--- src/lfr_pkg.sv ---
// Shared constants for the literal find-and-replace stream block.
package lfr_pkg;

	// Width of the length registers and of the small byte counters.
	localparam int LEN_W = 4;

	// Configuration register indexes.
	localparam int CFG_INDEX_W = 3;
	localparam logic [CFG_INDEX_W-1:0] CFG_TARGET_TEXT     = 3'd0;
	localparam logic [CFG_INDEX_W-1:0] CFG_TARGET_LENGTH   = 3'd1;
	localparam logic [CFG_INDEX_W-1:0] CFG_REPLACE_TEXT    = 3'd2;
	localparam logic [CFG_INDEX_W-1:0] CFG_REPLACE_LENGTH  = 3'd3;
	localparam logic [CFG_INDEX_W-1:0] CFG_OUTPUT_CAPACITY = 3'd4;

	localparam logic [15:0] CAPACITY_RESET = 16'hFFFF;

endpackage

--- src/literal_find_replace_stream.sv ---
// Top level of the streaming literal find-and-replace block.
//
// Copies a byte stream and replaces each leftmost, non-overlapping occurrence of the
// configured target with the replacement text. Bytes are held in a window as long as
// the target, so output lags input by up to target_length - 1 bytes. Each accepted item
// is decoded combinationally into a burst of output bytes (oldest window bytes or the
// replacement) plus an optional end report, and the burst drains through the output
// register at one beat per cycle while the output is not stalled. An item that yields
// zero or one result is taken every cycle unless the output stalls; a longer burst holds
// off the input until it drains, as there is a single output port. Bytes dropped after
// overflow still drain. Configuration must be written on the cfg channel only while the
// stream is idle; the block does not enforce this. The cfg channel is always ready.
module literal_find_replace_stream
	import lfr_pkg::*;
#(
	parameter int TARGET_MAX  = 8,
	parameter int REPLACE_MAX = 8,
	parameter int COUNT_WIDTH = 16
) (
	input  logic                   clk,
	input  logic                   arst_n,

	input  logic                   cfg_valid,
	output logic                   cfg_ready,
	input  logic [CFG_INDEX_W-1:0] cfg_index,
	input  logic [63:0]            cfg_data,

	input  logic                   in_valid,
	output logic                   in_ready,
	input  logic [7:0]             data_byte,
	input  logic                   has_byte,
	input  logic                   end_mark,

	output logic                   out_valid,
	input  logic                   out_ready,
	output logic [7:0]             out_byte,
	output logic                   byte_valid,
	output logic                   last_result,
	output logic [15:0]            out_length,
	output logic                   overflow
);

	localparam int TW        = TARGET_MAX * 8;
	localparam int BURST_MAX = (TARGET_MAX > REPLACE_MAX) ? TARGET_MAX : REPLACE_MAX;
	localparam int BW        = BURST_MAX * 8;
	localparam int LW        = (COUNT_WIDTH > 16) ? COUNT_WIDTH : 16;

	// Configuration registers.
	logic [63:0]      target_text_q;
	logic [LEN_W-1:0] target_length_q;
	logic [63:0]      replace_text_q;
	logic [LEN_W-1:0] replace_length_q;
	logic [15:0]      output_capacity_q;

	// Stream state.
	logic [TW-1:0]          window_q;
	logic [LEN_W-1:0]       window_count_q;
	logic [COUNT_WIDTH-1:0] written_q;
	logic                   overflowed_q;

	// Pending burst.
	logic [BW-1:0]    burst_data_q;
	logic [LEN_W-1:0] burst_count_q;
	logic             report_q;

	// Output register.
	logic        out_valid_q;
	logic [7:0]  out_byte_q;
	logic        byte_valid_q;
	logic        last_result_q;
	logic [15:0] out_length_q;
	logic        overflow_q;

	logic in_fire;
	logic cfg_fire;
	logic burst_busy;
	logic advance;
	logic last_beat;

	assign cfg_ready = 1'b1;
	assign cfg_fire  = cfg_valid & cfg_ready;

	assign burst_busy = (burst_count_q != '0) | report_q;
	assign advance    = burst_busy & (~out_valid_q | out_ready);
	assign last_beat  = advance & (((burst_count_q == LEN_W'(1)) & ~report_q) |
		((burst_count_q == '0) & report_q));
	assign in_ready   = ~burst_busy | last_beat;
	assign in_fire    = in_valid & in_ready;

	// ---------------------------------------------------------------
	// Item decode: insert the byte, test for a match, plan the burst.
	// ---------------------------------------------------------------
	logic [LEN_W-1:0] tlen;
	logic [LEN_W-1:0] rlen;
	logic [LEN_W-1:0] keep;
	logic [LEN_W-1:0] cnt1;
	logic [LEN_W-1:0] pops;
	logic [TW-1:0]    win_ins;
	logic             match;
	logic             replace;

	always_comb begin
		tlen = (target_length_q > LEN_W'(TARGET_MAX)) ? LEN_W'(TARGET_MAX) : target_length_q;
		rlen = (replace_length_q > LEN_W'(REPLACE_MAX)) ? LEN_W'(REPLACE_MAX)
			: replace_length_q;
		keep = (tlen == '0) ? '0 : tlen - LEN_W'(1);
		cnt1 = window_count_q + LEN_W'(has_byte);

		for (int k = 0; k < TARGET_MAX; k++) begin
			win_ins[8*k +: 8] = (has_byte && window_count_q == LEN_W'(k)) ? data_byte
				: window_q[8*k +: 8];
		end

		match = 1'b1;
		for (int k = 0; k < TARGET_MAX; k++) begin
			if (LEN_W'(k) < tlen && win_ins[8*k +: 8] != target_text_q[8*k +: 8]) begin
				match = 1'b0;
			end
		end

		replace = 1'b0;
		pops    = '0;
		if (has_byte) begin
			if (tlen == '0 || cnt1 > tlen) begin
				// Pass-through, or the target was shortened: drain down to keep.
				pops = cnt1 - keep;
			end else if (cnt1 == tlen) begin
				if (match) begin
					replace = 1'b1;
				end else begin
					pops = LEN_W'(1);
				end
			end
		end
		if (end_mark && !replace) begin
			pops = cnt1;
		end
	end

	// ---------------------------------------------------------------
	// Drain side: capacity check for the byte at the head of the burst.
	// ---------------------------------------------------------------
	logic [15:0]   cap;
	logic [LW:0]   written_ext;
	logic          drop;

	always_comb begin
		cap         = (output_capacity_q == '0) ? 16'd1 : output_capacity_q;
		written_ext = (LW + 1)'(written_q);
		drop        = overflowed_q || (written_ext + (LW + 1)'(1) == (LW + 1)'(cap)) ||
			(written_q == '1);
	end

	// Control registers.
	always_ff @(posedge clk or negedge arst_n) begin
		if (!arst_n) begin
			target_text_q     <= '0;
			target_length_q   <= '0;
			replace_text_q    <= '0;
			replace_length_q  <= '0;
			output_capacity_q <= CAPACITY_RESET;
			window_count_q    <= '0;
			written_q         <= '0;
			overflowed_q      <= 1'b0;
			burst_count_q     <= '0;
			report_q          <= 1'b0;
			out_valid_q       <= 1'b0;
		end else begin
			if (cfg_fire) begin
				unique case (cfg_index)
					CFG_TARGET_TEXT:     target_text_q     <= cfg_data;
					CFG_TARGET_LENGTH:   target_length_q   <= cfg_data[LEN_W-1:0];
					CFG_REPLACE_TEXT:    replace_text_q    <= cfg_data;
					CFG_REPLACE_LENGTH:  replace_length_q  <= cfg_data[LEN_W-1:0];
					CFG_OUTPUT_CAPACITY: output_capacity_q <= cfg_data[15:0];
					default: ;
				endcase
			end

			if (advance) begin
				if (burst_count_q != '0) begin
					burst_count_q <= burst_count_q - LEN_W'(1);
					out_valid_q   <= ~drop;
					if (drop) begin
						overflowed_q <= 1'b1;
					end else begin
						written_q <= written_q + COUNT_WIDTH'(1);
					end
				end else begin
					// End report closes the stream and clears the counters.
					report_q     <= 1'b0;
					out_valid_q  <= 1'b1;
					written_q    <= '0;
					overflowed_q <= 1'b0;
				end
			end else if (out_ready) begin
				out_valid_q <= 1'b0;
			end

			if (in_fire) begin
				burst_count_q  <= replace ? rlen : pops;
				report_q       <= end_mark;
				window_count_q <= replace ? '0 : cnt1 - pops;
			end
		end
	end

	// Payload registers.
	always_ff @(posedge clk) begin
		if (in_fire) begin
			window_q     <= win_ins >> {pops, 3'b000};
			burst_data_q <= replace ? replace_text_q[BW-1:0] : BW'(win_ins);
		end else if (advance && burst_count_q != '0) begin
			burst_data_q <= burst_data_q >> 8;
		end

		if (advance) begin
			if (burst_count_q != '0) begin
				out_byte_q    <= burst_data_q[7:0];
				byte_valid_q  <= 1'b1;
				last_result_q <= 1'b0;
				out_length_q  <= '0;
				overflow_q    <= 1'b0;
			end else begin
				out_byte_q    <= '0;
				byte_valid_q  <= 1'b0;
				last_result_q <= 1'b1;
				out_length_q  <= overflowed_q ? '0 : 16'(written_q);
				overflow_q    <= overflowed_q;
			end
		end
	end

	assign out_valid   = out_valid_q;
	assign out_byte    = out_byte_q;
	assign byte_valid  = byte_valid_q;
	assign last_result = last_result_q;
	assign out_length  = out_length_q;
	assign overflow    = overflow_q;

endmodule

--- config.mk ---
export PLATFORM = sky130hd
export DESIGN_NAME = literal_find_replace_stream
export DESIGN_NICKNAME = d
export VERILOG_FILES = /design/src/lfr_pkg.sv /design/src/literal_find_replace_stream.sv
export SDC_FILE = /design/constraint.sdc
export NUM_CORES = 1
export LEC_CHECK = 0
export BUFFER_PORTS_ARGS = -buffer_cell sky130_fd_sc_hd__buf_2
export CAP_MARGIN = 30
export CORE_UTILIZATION = 55
export CTS_CLUSTER_SIZE = 20
export DETAILED_ROUTE_END_ITERATION = 6
export PLACE_DENSITY = 0.85
export SLEW_MARGIN = 20
export SYNTH_ARGS = -nofsm -noshare
export SYNTH_HDL_FRONTEND = slang
export SYNTH_SLANG_ARGS = --single-unit
--- constraint.sdc ---
create_clock -name clk -period 5.3 [get_ports clk]
set_clock_uncertainty 0.05 [all_clocks]
set_input_delay 0.53 -clock clk [delete_from_list [all_inputs] [get_ports clk]]
set_output_delay 0.53 -clock clk [all_outputs]
set_load 0.05 [all_outputs]
# Word level (Yosys, flattened, before mapping)
# Index checks and enable logic that the tools add are counted.
# totals
register_bits	334
inputBits	82
output_inout_bits	30
wordCells	167
# classes
add_sub_neg	7
order_cmp	11
eq_ne	26
shift	1
n_mux	49
bitwise_logic	13
reduce_logical	42
# ops
op	count
2-to-1 mux 64 bit	3
2-to-1 mux 8 bit	8
inequality test 8 bit	8
>> shifter 64 x 7 -> 64 bit	1
2-to-1 mux 16 bit	3
2-to-1 mux 4 bit	11
2-to-1 mux 1 bit	24
logical AND 1 bit	18
AND reduction 2 bit	9
adder 16 x 1 -> 17 bit, second input constant	1
== test 17 x 16 -> 1 bit	1
adder 16 x 1 -> 16 bit, second input constant	1
== test 16 bit, second input constant	1
== test 4 x 3 -> 1 bit, second input constant	4
zero test 16 bit	1
less-than comparator 3 x 4 -> 1 bit, first input constant	4
zero test 4 bit	3
== test 4 x 1 -> 1 bit, second input constant	2
== test 4 x 2 -> 1 bit, second input constant	2
greater-than comparator 4 bit, second input constant	2
less-than comparator 1 x 4 -> 1 bit, first input constant	2
less-than comparator 2 x 4 -> 1 bit, first input constant	2
nonzero test 2 bit	4
subtractor 4 x 1 -> 4 bit, second input constant	2
16 further kinds	32

# Longest topological paths before layout
# Gate-level depths: netlist of run 1.
# depth
word_depth	22
depth_mapped	21
depth_no_buf	19

# Least setup slack after synthesis of run 1
# No wires, ideal clock.
# synth_path
kind	in2reg
startpoint	input port has_byte
endpoint	register window_count_q[3]
setup_time_ps	95
arrival_ps	4127
slack_ps	1027
cell_stages	19
cell_sequence	or3b_1 -> buf_6 -> o21ai_2 -> a21oi_1 -> or4_1 -> nor4_1 -> o2111ai_1 -> a211oi_2 -> o211ai_4 -> inv_4 -> buf_6 -> clkbuf_1 -> ha_1 -> inv_1 -> a21oi_1 -> a31oi_1 -> a31oi_1 -> xnor2_1 -> o31ai_1
# synth_between
elab_chain_len	21
# synth_lines
item	line	text
from (decl)	literal_find_replace_stream.sv:31	input logic has_byte,
logical AND 1 bit	literal_find_replace_stream.sv:110	win_ins[8*k +: 8] = (has_byte && window_count_q == LEN_W'(k)) ? data_byte
2-to-1 mux 8 bit	literal_find_replace_stream.sv:110	
inequality test 8 bit	literal_find_replace_stream.sv:116	if (LEN_W'(k) < tlen && win_ins[8*k +: 8] != target_text_q[8*k +: 8]) begin
logical AND 1 bit	literal_find_replace_stream.sv:116	
2-to-1 mux 1 bit (8 in series)	literal_find_replace_stream.sv:116	
2-to-1 mux 1 bit	literal_find_replace_stream.sv:128	if (match) begin
2-to-1 mux 1 bit	literal_find_replace_stream.sv:127	end else if (cnt1 == tlen) begin
2-to-1 mux 1 bit	literal_find_replace_stream.sv:124	if (tlen == '0 || cnt1 > tlen) begin
2-to-1 mux 1 bit	literal_find_replace_stream.sv:123	if (has_byte) begin
zero test 1 bit	literal_find_replace_stream.sv:135	if (end_mark && !replace) begin
logical AND 1 bit	literal_find_replace_stream.sv:135	
2-to-1 mux 4 bit	literal_find_replace_stream.sv:135	
subtractor 4 bit	literal_find_replace_stream.sv:203	window_count_q <= replace ? '0 : cnt1 - pops;
2-to-1 mux 4 bit (*)	literal_find_replace_stream.sv:203	
to (signal assigned)	literal_find_replace_stream.sv:203	
to (decl)	literal_find_replace_stream.sv:57	logic [LEN_W-1:0] window_count_q;
# Mark *: on every way between the ends. The rest lies on a longest branch, timed or not.
# A chain may end at the register's enable or synchronous reset.

# Worst setup path in the final report of run 1
# layout_path
startpoint	register window_count_q[3]
endpoint	register window_q[14], data pin
# layout_between
elab_chain_len	21
# layout_lines
item	line	text
zero test 4 bit	literal_find_replace_stream.sv:110	
logical AND 1 bit	literal_find_replace_stream.sv:110	
2-to-1 mux 8 bit	literal_find_replace_stream.sv:110	
inequality test 8 bit	literal_find_replace_stream.sv:116	
logical AND 1 bit	literal_find_replace_stream.sv:116	
2-to-1 mux 1 bit (8 in series)	literal_find_replace_stream.sv:116	
2-to-1 mux 1 bit	literal_find_replace_stream.sv:128	
2-to-1 mux 1 bit	literal_find_replace_stream.sv:127	
2-to-1 mux 1 bit	literal_find_replace_stream.sv:124	
2-to-1 mux 1 bit	literal_find_replace_stream.sv:123	
zero test 1 bit	literal_find_replace_stream.sv:135	
logical AND 1 bit	literal_find_replace_stream.sv:135	
2-to-1 mux 4 bit	literal_find_replace_stream.sv:135	
>> shifter 64 x 7 -> 64 bit (*)	literal_find_replace_stream.sv:211	window_q <= win_ins >> {pops, 3'b000};
to (signal assigned)	literal_find_replace_stream.sv:211	
to (decl)	literal_find_replace_stream.sv:56	logic [TW-1:0] window_q;
# Marked as above.

==> flow_summary.yaml, run 1 <==
outcome:
  outcome: "complete, but fails checks"
  violations: "DRC"
clock_tree:
  root_buffer: "clkbuf_16"
  postCtsHoldBufs: 0
  clock-sinks: 334
  cts_tree: "yes"
  clock_path_buffers: 3
  htreeDepth: 2
  post_cts_resized: 0
  path_clk_slew_ns: 0.06
  cts_buffers: 37
  clk_latency_ns: 0.53
  cts_setup_buffers: 0
placed_design:
  gp_congestion: 1.02
  io_buffers: 110
  dpl.hpwl_mm: 40.3
global_routing:
  grt_usage: 0.329
  grt_first_pass_wirelength_mm: 84.0
  antenna_found_initial: 0
  grt_pass1_vias: 14300
  grt_start_max_net_pins: 100
  grt-ovfl-total: 0
sta:
  slew_violations: 0
  fin_crit_sh: 0.929
  max_freq_mhz: 203
  rsz0062_at_grt: "false"
  timing.hold.ws_ns: 0.00385
  worst_pin_slew_ns: 1.01
  hold_viol: 0
  relSlewSlack: 0.322
  fin_crit_ns: 4.93
  finalSetupTns_ns: 0
  setup_violations: 0
job:
  maxCapViolCount: 0
logic_synthesis:
  syn_area_mm2: 0.0182
  synth_edf_count: 155
  syn_area_per_cell_um2: 10.8
  synthCells: 1677
  ys_seq_elements: 334
  yosysWarningCount: 0
  async_reset_ff_frac: 0.536
  synth_nets: 1776
  synth_cell_types: 81
  seq_area_frac_synth: 0.504
  synth_flop_cell: "dfrtp_1"
die:
  die_w_um: 184
  rows: 66
  ios: 112
  fp.dieArea_mm2: 0.0338
  core_area_mm2: 0.0325
  die_h_um: 184
  initial_core_util: 0.559
critical_path:
  worst-r2r-setup-slack_ns: 0.37
  crit_fanout: 23
  cp.required_ns: 5.48
  r2r-end: "window_q[14]"
  cp-end-kind: "register"
  crit_type: "register to register"
  worst_setup_path_start_kind: "register"
  r2r_start: "window_count_q[3]"
  reg2reg_depth: 14
  worstPathArrival_ns: 5.11
route:
  wl_met1_mm: 21.6
  wl_mm: 54.7
  wl_per_cell_um: 24.1
  met2_wirelength_mm: 25.5
  drt_iter0_markers: 1667
  top_layer: "met4"
  wl_met3_mm: 4.89
  ant_nets: 0
  vias_per_cell: 6.37
  route.detailed.drc: 33
  first_pass_iters: 7
  vias: 14500
finish:
  fill_cells: 2579
  num-nets-final: 1899
  syn_to_final_growth_pct: 14.0
  multi_input_area_mm2: 0.00838
  final-seq-area_mm2: 0.00915
  drive_above_1_share: 0.236
pwr:
  irDropWorstVdd_uv: 315
  p_per_area_mw_per_mm2: 550
  leakage_uw: 0.00870
hold_path:
  min_path_type: "input pin to asynchronous set/reset pin"
sequential cells by signal, indices dropped and copies added, names as in the netlist, 8 cells and up:
name,cells
replace_text_q,64
written_q,16
target_text_q,64
burst_data_q,64
window_q,64
output_capacity_q,16
out_byte,8
out_length,16
cells in the final DEF (no fill, tap or decap), drive strengths merged, types with 27 or more instances in the layout:
| cell | instances |
|---|---|
| nand2b | 27 |
| edfxtp | 155 |
| o21ai | 125 |
| buf | 186 |
| mux2 | 148 |
| nand2 | 122 |
| a21oi | 107 |
| inv | 56 |
| clkbuf | 53 |
| xor2 | 50 |
| xnor2 | 50 |
| and3 | 31 |
| mux2i | 83 |
| dfrtp | 163 |
| nor2 | 125 |
cell usage after synthesis (16+ instances only):
master    count  area, µm²
nor2_1      123        462
nand2_1     119        447
and2_1       21        131
a21oi_1     104        521
nor3_1       23        115
and3_1       31        194
ha_1         16        200
xor2_1       50        438
mux2i_1      82        821
clkbuf_1     61        229
o21ai_0     120        601
a22oi_1      24        180
nand2b_1     27        169
dfrtp_1     163       4080
edfxtp_1    155       4650
mux2_2      144       1620
a211oi_1     24        180
dfstp_2      16        420
xnor2_1      50        438
inv_1        54        203
nand3_1      24        120
stage by stage:
step	worst slack, ns	area, µm²	total power (µW)	instances	util
floorplan	1.03	18200	7330	1677	-
global placement	0.328	19500	8670	2200	0.599
detailed placement	0.325	19600	8840	2203	0.601
CTS	0.485	20700	11300	2271	0.637
global route	0.268	20700	11900	2271	0.637
finish	0.374	20700	11400	2272	0.637
cell type report:
cell class,count,area share
multi-input combinational,1186,0.405
tap,442,0.0267
timing repair buffer,186,0.0608
inverter,55,0.0101
antenna,1,0.000121
clock inverter,15,0.00392
sequential,334,0.442
clock buffer,53,0.0520
cells by family (layout without fill, tap and decap cells):
| kind of cell | count (synthesis) | count (layout) | share of synthesized area |
|---|---|---|---|
| multiplexers | 231 | 231 | 0.138 |
| XOR/XNOR | 100 | 100 | 0.0482 |
| AO/OA/AOI/OAI | 413 | 413 | 0.147 |
| other | 1 | 2 | 0.000206 |
| adder cells (fa/ha/maj) | 17 | 17 | 0.0121 |
| flip-flops | 334 | 334 | 0.504 |
| AND/OR/NAND/NOR | 424 | 424 | 0.112 |
| buffers and inverters | 157 | 309 | 0.0382 |
critical path, cell delays in order, from the launching register on:
cell and delay [ns]:
dfrtp_1 0.46, nor3b_4 0.48, nand2_1 0.26, nor4b_1 0.43, o22ai_1 0.14, nor3_1 0.59, o2111ai_1 0.28, buf_4 0.22
a211o_1 0.39, a32oi_4 0.29, buf_12 0.23, buf_12 0.18, mux2i_1 0.12, a22oi_1 0.31, o221ai_1 0.18
how the worst max path moves through the flow:
stage                     slack (ns)               from  cells after the start           endpoint
after floorplan                 1.03           has_byte                     19  window_count_q[3]
after global placement          0.33           has_byte                     14        window_q[4]
after detailed placement        0.33           has_byte                     15       window_q[14]
after CTS                       0.48  window_count_q[3]                     14       window_q[14]
after global routing            0.27  window_count_q[3]                     15       window_q[14]
final                           0.37  window_count_q[3]                     14       window_q[14]
where the power goes:
part           switching, µW  total [µW]  internal (µW)
clock network           1050        2470           1420
logic                   2870        4620           1740
registers                511        4310           3800
metal layers:
layer | global-route usage | up-vias
met2 | 0.526 | 812
met3 | 0.0592 | 180
li1 | - | 6392
met1 | 0.437 | 7082
met4 | 0.150 | 0
met5 | 0 | -
Note: power is estimated with default switching activity, not from simulation.
==> inputs of run 2 (changes only) <==
- ABC_AREA: unset -> 1
- CTS_CLUSTER_DIAMETER: unset -> 100
==> flow_summary.yaml, run 2 <==
sta:
  max_freq_mhz: 215
  finalSetupTns_ns: 0
  fin_crit_ns: 4.66
  fin_crit_sh: 0.879
  slew_violations: 0
  rsz0062_at_grt: "false"
  setup_violations: 0
  worst_pin_slew_ns: 1.01
  relSlewSlack: 0.321
  timing.hold.ws_ns: 0.187
  hold_viol: 0
die:
  die_w_um: 186
  core_area_mm2: 0.0329
  initial_core_util: 0.564
  fp.dieArea_mm2: 0.0344
  rows: 66
  ios: 112
  die_h_um: 186
critical_path:
  worst_setup_path_start_kind: "register"
  crit_type: "register to register"
  slowest_stage: "dfrtp_1"
  worstPathArrival_ns: 4.93
  path_cells: "inv_1, nor2_4, nand3_1, nand2_1, nand2_1, nand2_1, nand2_1, nand2_1, nor2_1, nand2_1, nand2_1, nand2_1, inv_1, nand2_1, nand2_1, nand3_4, nand2_2, nand2_1, o21ai_4, inv_2, buf_4, o21ai_1, nand3_1, nand2_1"
  cpPeakStageDelay_ns: 0.56
  cp-end-kind: "register"
  cp.required_ns: 5.57
  crit_top_cell: "nand2_1"
  crit_fanout: 19
logic_synthesis:
  ys_seq_elements: 334
  synth_edf_count: 155
  synthTopCellsByCount: "nand2_1 (788), nand3_1 (285), o21ai_0 (252)"
  synth_area_leaders: "edfxtp_1 (25%), dfrtp_1 (22%), nand2_1 (16%)"
  synth.most_common_cell: "nand2_1"
  async_reset_ff_frac: 0.536
  synthCells: 2384
  synth_top_area_share: 0.251
  yosys.area.top_type: "edfxtp_1"
  synth_compound_gate_area_share: 0.102
  synth_flop_cell: "dfrtp_1"
  syn_area_mm2: 0.0185
  syn_area_per_cell_um2: 7.77
  synth_nets: 2483
  synthAdderAreaFrac: 0.0119
  synth_top_family_by_area: "simple AND/OR/NAND/NOR gates"
  synth_xor_xnor_area_share: 0.0147
  seq_area_frac_synth: 0.494
  yosysWarningCount: 0
  synthSimpleGateAreaFrac: 0.296
  synth_mux_area_frac: 0
  synth_cell_types: 39
placed_design:
  gp_congestion: 1.06
  io_buffers: 110
  dpl.hpwl_mm: 41.0
pwr:
  p_per_area_mw_per_mm2: 497
  irDropWorstVdd_uv: 448
  leakage_uw: 0.00975
clock_tree:
  clock_path_buffers: 3
  postCtsHoldBufs: 1
  cts_tree: "yes"
  post_cts_resized: 0
  root_buffer: "clkbuf_16"
  cts_setup_buffers: 0
  clock-sinks: 334
  htreeDepth: 1
  cts_buffers: 20
  clk_latency_ns: 0.56
  path_clk_slew_ns: 0.10
finish:
  syn_to_final_growth_pct: 8.09
  multi_input_area_mm2: 0.00791
  fill_cells: 2951
  final-seq-area_mm2: 0.00915
  final_cell_mix: "nand2_1 (785), nand3_1 (285), o21ai_0 (252)"
  drive_above_1_share: 0.0947
  num-nets-final: 2524
  post-route-util: 0.610
  final_common_cell: "nand2_1"
global_routing:
  grt_usage: 0.336
  grt_start_max_net_pins: 104
  grt_first_pass_wirelength_mm: 87.6
  grt-ovfl-total: 0
  grt_pass1_vias: 15300
  antenna_found_initial: 1
route:
  route.detailed.drc: 0
  wl_mm: 57.4
  first_pass_iters: 6
  wl_per_cell_um: 19.9
  vias: 16800
  vias_per_cell: 5.82
  drt_iter0_markers: 1912
  ant_nets: 0
job:
  maxCapViolCount: 0
outcome:
  outcome: "finished, final reports clean"
hold_path:
  min_path_type: "input pin to register"
[run 2: cell types whose count changed after synthesis, sizes merged, moves of 31 or more]
cell,previous run,this run
nand2,122,797
nand3,25,290
inv,55,246
o21ai,125,275
mux2,148,0
mux2i,83,0
a21oi,107,41
xnor2,50,14
xor2,50,17
and3,31,0
[run 2: cell families after synthesis]
group	after synthesis
other	1
flip-flops	334
adder cells (fa/ha/maj)	17
AND/OR/NAND/NOR	1276
buffers and inverters	366
XOR/XNOR	31
AO/OA/AOI/OAI	359
[run 2: report_power, final]
group | switching [µW] | total, µW | internal (µW)
clock | 912 | 1640 | 724
sequential | 371 | 3870 | 3500
combinational | 3110 | 4450 | 1340
total | 4400 | 9960 | 5560
[run 2: critical path: cells and delay by family (launching register included)]
| family | cells | cell delay, ns |
|---|---|---|
| buffers and inverters | 4 | 0.88 |
| AO/OA/AOI/OAI | 2 | 0.27 |
| AND/OR/NAND/NOR | 18 | 2.67 |
| flip-flops | 1 | 0.56 |
[run 2: area by class of cell]
cell class / count / area share
timing repair buffer: 139 / 0.0453
clock buffer: 34 / 0.0276
inverter: 246 / 0.0461
multi-input combinational: 1684 / 0.395
antenna: 1 / 0.000125
tap: 442 / 0.0276
clock inverter: 2 / 0.00125
sequential: 334 / 0.457
[run 2: worst paths after layout]
check | startpoint | to | slack, ns | cells after the start
max | window_count_q[2] | window_q[10] | 0.64 | 24
min | cfg_data[32] | target_text_q[32] | 0.19 | 3
max reg2reg | window_count_q[2] | window_q[10] | 0.64 | 24
min reg2reg | replace_text_q[51] | replace_text_q[51] | 0.44 | 2
max in group asynchronous | arst_n | burst_count_q[1] | 3.68 | 3
min in group asynchronous | arst_n | target_text_q[29] | 0.51 | 2
[run 2: metrics by stage]
stage,instance area [µm²],cells,power (µW),setup slack (ns)
2_1_floorplan,18500,2384,6960,0.409
3_5_place_dp,19400,2843,8250,0.734
6_report,20000,2882,9960,0.639
5_1_grt,20000,2881,10500,0.352
3_3_place_gp,19400,2840,8140,0.772
4_1_cts,20000,2880,9870,0.775
[run 2: metal layers]
layer / wire length, µm / GRT usage / vias up
li1: - / - / 7877
met1: 23800 / 0.476 / 7891
met2: 26000 / 0.527 / 899
met3: 5600 / 0.0485 / 114
met4: 2040 / 0.115 / 0
met5: 0 / 0 / -
